### config.mk
export PLATFORM = sky130hd
export DESIGN_NAME = hpd_front
export DESIGN_NICKNAME = d
export VERILOG_FILES = /design/src/hdl/hpd_pkg.sv /design/src/hdl/hpd_front.sv
export SDC_FILE = /design/constraint.sdc
export NUM_CORES = 1
export LEC_CHECK = 0
export ABC_AREA = 1
export ABC_CLOCK_PERIOD_IN_PS = 2370
export BUFFER_PORTS_ARGS = -buffer_cell sky130_fd_sc_hd__buf_2
export CAP_MARGIN = 40
export CORE_AREA = 2 2 118 132
export CTS_CLUSTER_SIZE = 14
export DETAILED_ROUTE_END_ITERATION = 7
export DIE_AREA = 0 0 120 134
export SKIP_CTS_REPAIR_TIMING = 1
export SLEW_MARGIN = 15
export SYNTH_ARGS = -nofsm -noshare
export SYNTH_HDL_FRONTEND = slang
export SYNTH_SLANG_ARGS = --single-unit
### constraint.sdc
create_clock -name clk -period 2.37 [get_ports clk]
set_input_delay 0.237 -clock clk [delete_from_list [all_inputs] [get_ports clk]]
set_output_delay 0.237 -clock clk [all_outputs]
set_load 0.05 [all_outputs]
### src/hdl/hpd_pkg.sv
// shared constants, command codes and types for the prefix-code decoder
package hpd_pkg;

  // field widths of the request and result channels
  localparam int CMD_W  = 2;
  localparam int SYM_W  = 8;
  localparam int CODE_W = 16;
  localparam int LEN_W  = 5;

  // code table geometry
  localparam int MAX_CODE_LEN = 16;
  localparam int SYMBOL_COUNT = 256;
  localparam int LIMIT        = (MAX_CODE_LEN < CODE_W) ? MAX_CODE_LEN : CODE_W;

  // a code of length l with bits c is keyed as (1 << l) | c, so the marker bit gives the length
  localparam int KEY_W     = LIMIT + 1;
  localparam int LUT_DEPTH = 1 << KEY_W;
  localparam int SYM_AW    = (SYMBOL_COUNT > 1) ? $clog2(SYMBOL_COUNT) : 1;
  localparam int LUT_W     = SYM_AW + 1;

  localparam logic [KEY_W-1:0]  KEY_EMPTY = KEY_W'(1);
  localparam logic [SYM_AW-1:0] SYM_LAST  = SYM_AW'(SYMBOL_COUNT - 1);

  // request queue between front and back, depth is a power of two
  localparam int QDEPTH = 4;
  localparam int QAW    = $clog2(QDEPTH);

  // command codes
  localparam logic [CMD_W-1:0] CMD_CLEAR  = 2'd0;
  localparam logic [CMD_W-1:0] CMD_LOAD   = 2'd1;
  localparam logic [CMD_W-1:0] CMD_DECODE = 2'd2;
  localparam logic [CMD_W-1:0] CMD_END    = 2'd3;

  // classified request as it sits in the queue
  typedef struct packed {
    logic [CMD_W-1:0]  op;
    logic [SYM_AW-1:0] sym;
    logic [KEY_W-1:0]  key;
    logic              live;
    logic              coded_bit;
  } hpd_item_t;

  // back end status seen by the front end
  typedef struct packed {
    logic pop;
    logic busy;
  } hpd_back_status_t;

  // lookup entry: lowest symbol owning a key
  typedef struct packed {
    logic              valid;
    logic [SYM_AW-1:0] sym;
  } hpd_lut_ent_t;

endpackage

### src/hdl/hpd_front.sv
// front end: takes requests, classifies them and queues them for the back end
module hpd_front (
  input  logic                             clk,
  input  logic                             rst_n,
  input  logic                             in_valid,
  output logic                             in_stall,
  input  logic [hpd_pkg::CMD_W-1:0]        in_command,
  input  logic [hpd_pkg::SYM_W-1:0]        in_symbol,
  input  logic [hpd_pkg::CODE_W-1:0]       in_code_value,
  input  logic [hpd_pkg::LEN_W-1:0]        in_code_length,
  input  logic                             in_coded_bit,
  output logic                             q_valid,
  output hpd_pkg::hpd_item_t               q_item,
  input  hpd_pkg::hpd_back_status_t        bst
);

  function automatic logic [hpd_pkg::KEY_W-1:0] make_key(
    input logic [hpd_pkg::CODE_W-1:0] value,
    input logic [hpd_pkg::LEN_W-1:0]  len
  );
    logic [hpd_pkg::KEY_W-1:0] k;
    logic [hpd_pkg::CODE_W:0]  vx;
    vx = {1'b0, value};
    for (int i = 0; i < hpd_pkg::KEY_W; i++) begin
      k[i] = (int'(len) == i) || ((i < int'(len)) && vx[i]);
    end
    return k;
  endfunction

  hpd_pkg::hpd_item_t     q_mem_r [hpd_pkg::QDEPTH];
  logic [hpd_pkg::QAW-1:0] wptr_r, wptr_nxt;
  logic [hpd_pkg::QAW-1:0] rptr_r, rptr_nxt;
  logic [hpd_pkg::QAW:0]   cnt_r, cnt_nxt;
  hpd_pkg::hpd_item_t     item;
  logic                   accept, drop, push, pop;

  // loads with a too long code or a symbol beyond the table leave no trace
  assign drop = (in_command == hpd_pkg::CMD_LOAD) &&
                ((int'(in_code_length) > hpd_pkg::LIMIT) ||
                 (int'(in_symbol) >= hpd_pkg::SYMBOL_COUNT));

  assign in_stall = (cnt_r == (hpd_pkg::QAW+1)'(hpd_pkg::QDEPTH)) || bst.busy;
  assign accept   = in_valid && !in_stall;
  assign push     = accept && !drop;
  assign pop      = bst.pop;

  always_comb begin
    item.op        = in_command;
    item.sym       = in_symbol[hpd_pkg::SYM_AW-1:0];
    item.key       = make_key(in_code_value, in_code_length);
    item.live      = (in_code_length != '0);
    item.coded_bit = in_coded_bit;
  end

  assign q_valid = (cnt_r != '0);
  assign q_item  = q_mem_r[rptr_r];

  always_comb begin
    wptr_nxt = push ? wptr_r + 1'b1 : wptr_r;
    rptr_nxt = pop ? rptr_r + 1'b1 : rptr_r;
    cnt_nxt  = cnt_r + (hpd_pkg::QAW+1)'(push) - (hpd_pkg::QAW+1)'(pop);
  end

  always_ff @(posedge clk) begin
    if (push) begin
      q_mem_r[wptr_r] <= item;
    end
  end

  always_ff @(posedge clk) begin
    if (!rst_n) begin
      wptr_r <= '0;
      rptr_r <= '0;
      cnt_r  <= '0;
    end else begin
      wptr_r <= wptr_nxt;
      rptr_r <= rptr_nxt;
      cnt_r  <= cnt_nxt;
    end
  end

endmodule

==> metrics.md <==
| Metric | Value |
|---|---|
| Routed length per instance | `about 16 um` |
| Number of synthesized flops with an enable pin | `116` |
| Compound-Gate Fraction of Synth Area | `11.6%` |
| Mux contribution to synthesized area | `0%` |
| Maximum vdd drop | `0.553 mV` |
| XOR/XNOR Fraction of Synth Area | `0.172%` |
| Number of global-route vias before repair | `3250` |
| Fin nets | `529` |
| Longest Clk Path Bufs | `2` |
| H-Tree Depth | `4` |
| Layout cell share with drive strength beyond 1 | `between 20% and 30%` |
| Area of the core | `roughly 0.015 mm^2` |
| Setup TNS | `0 ns` |
| Critical setup path kind | `flip-flop to output port` |
| Die Ht | `134 um` |
| Ys async rst share | `0%` |
| Syn_nets | `approximately 450` |
| Worst path arrival time | `1.91 ns` |
| Yosys reg bits | `125` |
| YS warnings | `0` |
| Final Skew | `0.0109 ns` |
| Pwr per Cell Area | `944 mW/mm^2` |
| GRT Resource Usage Total | `15.0%` |
| Period utilisation layout | `90.8%` |
| Post-Synthesis Cells | `409` |
| Placed instance count | `662` |
| Slew @ Worst Pin | `0.646 ns` |
| Max-slew headroom | `between 50% and 60%` |
| MaxCap Viol Count | `0` |
| Via Count | `3330` |
| Number of routed nets with antenna violations | `0` |
| Hold Crit Class | `input pin to flip-flop` |
| Largest net degree at the start of global routing | `31` |
| Drt total wl | `11.3 mm` |
| Crit start category | `flip-flop` |
| Post-DP HPWL | `6.92 mm` |
| Worst path cell trace | `inv_2 -> buf_12 -> o21ai_0 -> o22ai_1 -> buf_2` |
| Drt first pass iters | `4` |
| Crit path required time | `about 2.1 ns` |
| Post-synth top cells | `edfxtp_1 (116), nor2_1 (66), o21ai_0 (62), o22ai_1 (29), nand2_1 (26)` |
| Final min period | `2.15 ns` |
| Area share of fa/ha/maj cells after synthesis | `1.87%` |
| Clock root cell | `clkbuf_16` |
| Largest family of logic cells by synthesized area | `compound AO/OA/AOI/OAI gates` |
| Lkg Pwr | `between 2 and 2.5 nW` |
| Maximum clock frequency | `465 MHz` |
| Status | `completed` |
| Gp weighted congestion | `around 0.85` |
| Final setup vio count | `0` |
| Yosys top cell by area | `edfxtp_1` |
| Grt total ovfl | `0` |
| Non-Filler Instances | `694` |
| FP Rows | `47` |
| Share of the synthesized area in the top cell type | `68.5%` |
| Synthesized area | `just over 0.005 mm^2` |
| DR vias/cell | `4.80` |
| Unrepaired setup endpoints after global routing | `false` |
| Die Span X | `120 um` |
| Global-route wire length before repair | `17.8 mm` |
| DRT iter0 DRCs | `~300` |
| Simple-gate share of the synthesized area | `10.2%` |
| Fin. max-slew vios | `0` |
| DRC | `0` |
| RR Startpoint | `cnt_r[1]$_SDFF_PN0_` |
| Initial core utilization | `34.5%` |
| Netlist cell types | `27` |
| Area grow syn2layout | `23.6%` |
| CTS Buf Count | `17` |
| Worst-Skew Late Latency | `0.41 ns` |
| Sink Count | `125` |
| Top Ports | `slightly below 70` |
| Ys flop type | `edfxtp_1` |
| Mean Syn Cell Area | `12.4 um^2` |
| Sequential area share after synthesis | `72.0%` |
| Cell with the most instances after synthesis | `edfxtp_1` |
| Die area | `0.0161 mm^2` |
| Area contributors post-synth | `edfxtp_1 (68%), o21ai_0 (6.1%), nor2_1 (4.9%)` |
| Antenna violations before repair | `0` |
| Fillers | `1376` |
| Clk slew on worst S/H paths | `0.05 ns` |
| HP Start | `in_symbol[0]` |
| Port buffer count | `67` |
| CP max stage delay | `0.33 ns` |
| Worst-path fanout max | `28` |
| CTS tree | `done` |
| N_diodes | `0` |
| Critical path's slowest cell | `dfxtp_2` |
| CP Capture Type | `output port` |
| Final count of hold timing violations | `0` |
## where the power goes
part / internal [mW] / total, mW / switching (mW) / leakage (nW)
clock: 1.63 / 2.53 / 0.893 / 0.279
combinational: 0.211 / 0.852 / 0.641 / 0.913
sequential: 2.53 / 2.56 / 0.0343 / 1.13
total: 4.37 / 5.94 / 1.57 / 2.32
## worst paths after layout
check	slack, ns	end	depth (start not counted)
worst min-delay path	0.04	q_mem_r[1][19]$_DFFE_PP_	1
worst min register to register	0.44	rptr_r[1]$_SDFFE_PN0P_	1
worst max register to register	0.30	cnt_r[2]$_SDFF_PN0_	12
worst max-delay path	0.22	q_item[15]	5
## cell families (layout without fill, tap and decap cells)
| kind of cell | count (synthesis) | in the layout |
|---|---|---|
| flops | 125 | 125 |
| simple gates | 117 | 117 |
| compound gates | 109 | 109 |
| buf+inv | 50 | 139 |
| xor+xnor | 1 | 1 |
| fa+ha+maj | 7 | 7 |
## per-stage QoR
step | instance area (um^2) | hold WS (ns) | utilization [%] | worst slack, ns | total power [mW]
2_1_floorplan | 5090 | 0.330 | - | 0.0159 | 3.21
3_3_place_gp | 5710 | 0.424 | 38.7 | 0.313 | 3.45
3_5_place_dp | 5710 | 0.432 | 38.7 | 0.258 | 3.47
4_1_cts | 6290 | 0.0250 | 42.6 | 0.187 | 5.99
5_1_grt | 6290 | 0.0207 | 42.6 | 0.0523 | 6.16
6_report | 6290 | 0.0402 | 42.6 | 0.218 | 5.94
## critical path, delay by kind of cell, from the launching register on
kind                   cells  cell delay, ns
DFF                        1            0.33
buffers and inverters      3            0.84
AOI/OAI and AO/OA          2            0.32
## layer usage
layer  routed length [um]  track usage, %  up-vias
li1                     -               -     1616
met2                 5620            24.6      108
met3                  727            4.29       17
met5                    0               0        -
met4                  153            5.88        0
met1                 4820            18.6     1589
## cell type report
cell class | instances | area [um^2] | area share (%)
sequential | 125 | 3660 | 58.3
clock inverter | 13 | 149 | 2.37
tap | 196 | 245 | 3.90
clock buffer | 19 | 433 | 6.88
inverter | 31 | 119 | 1.89
multi-input combinational | 234 | 1210 | 19.3
timing repair buffer | 76 | 465 | 7.40
## placed cells by master, fill, tap and decap left out
cell type and n:
a21oi_1 8, buf_12 5, buf_2 67, buf_4 4, bufinv_16 3, clkbuf_1 2, clkbuf_16 17, clkinv_1 3
clkinv_2 3, clkinv_4 2, clkinvlp_4 2, dfxtp_1 8, dfxtp_2 1, edfxtp_1 116, fa_1 1, ha_1 6
inv_1 24, inv_2 6, inv_4 1, nand2_1 26, nand2_4 2, nand3_1 9, nand3_2 1, nor2_1 66
nor2_2 9, nor2_4 2, nor3_2 1, o211a_1 1, o21ai_0 62, o21ai_1 7, o22ai_1 29, o31ai_1 2
or2_1 1, xor2_1 1
## sequential cells by signal (all words and copies together), names as in the netlist, named ones only
register and flops:
q_mem_r 116, cnt_r 3, rptr_r 2, wptr_r 2
No activity file was read; power rests on OpenSTA's default activity.
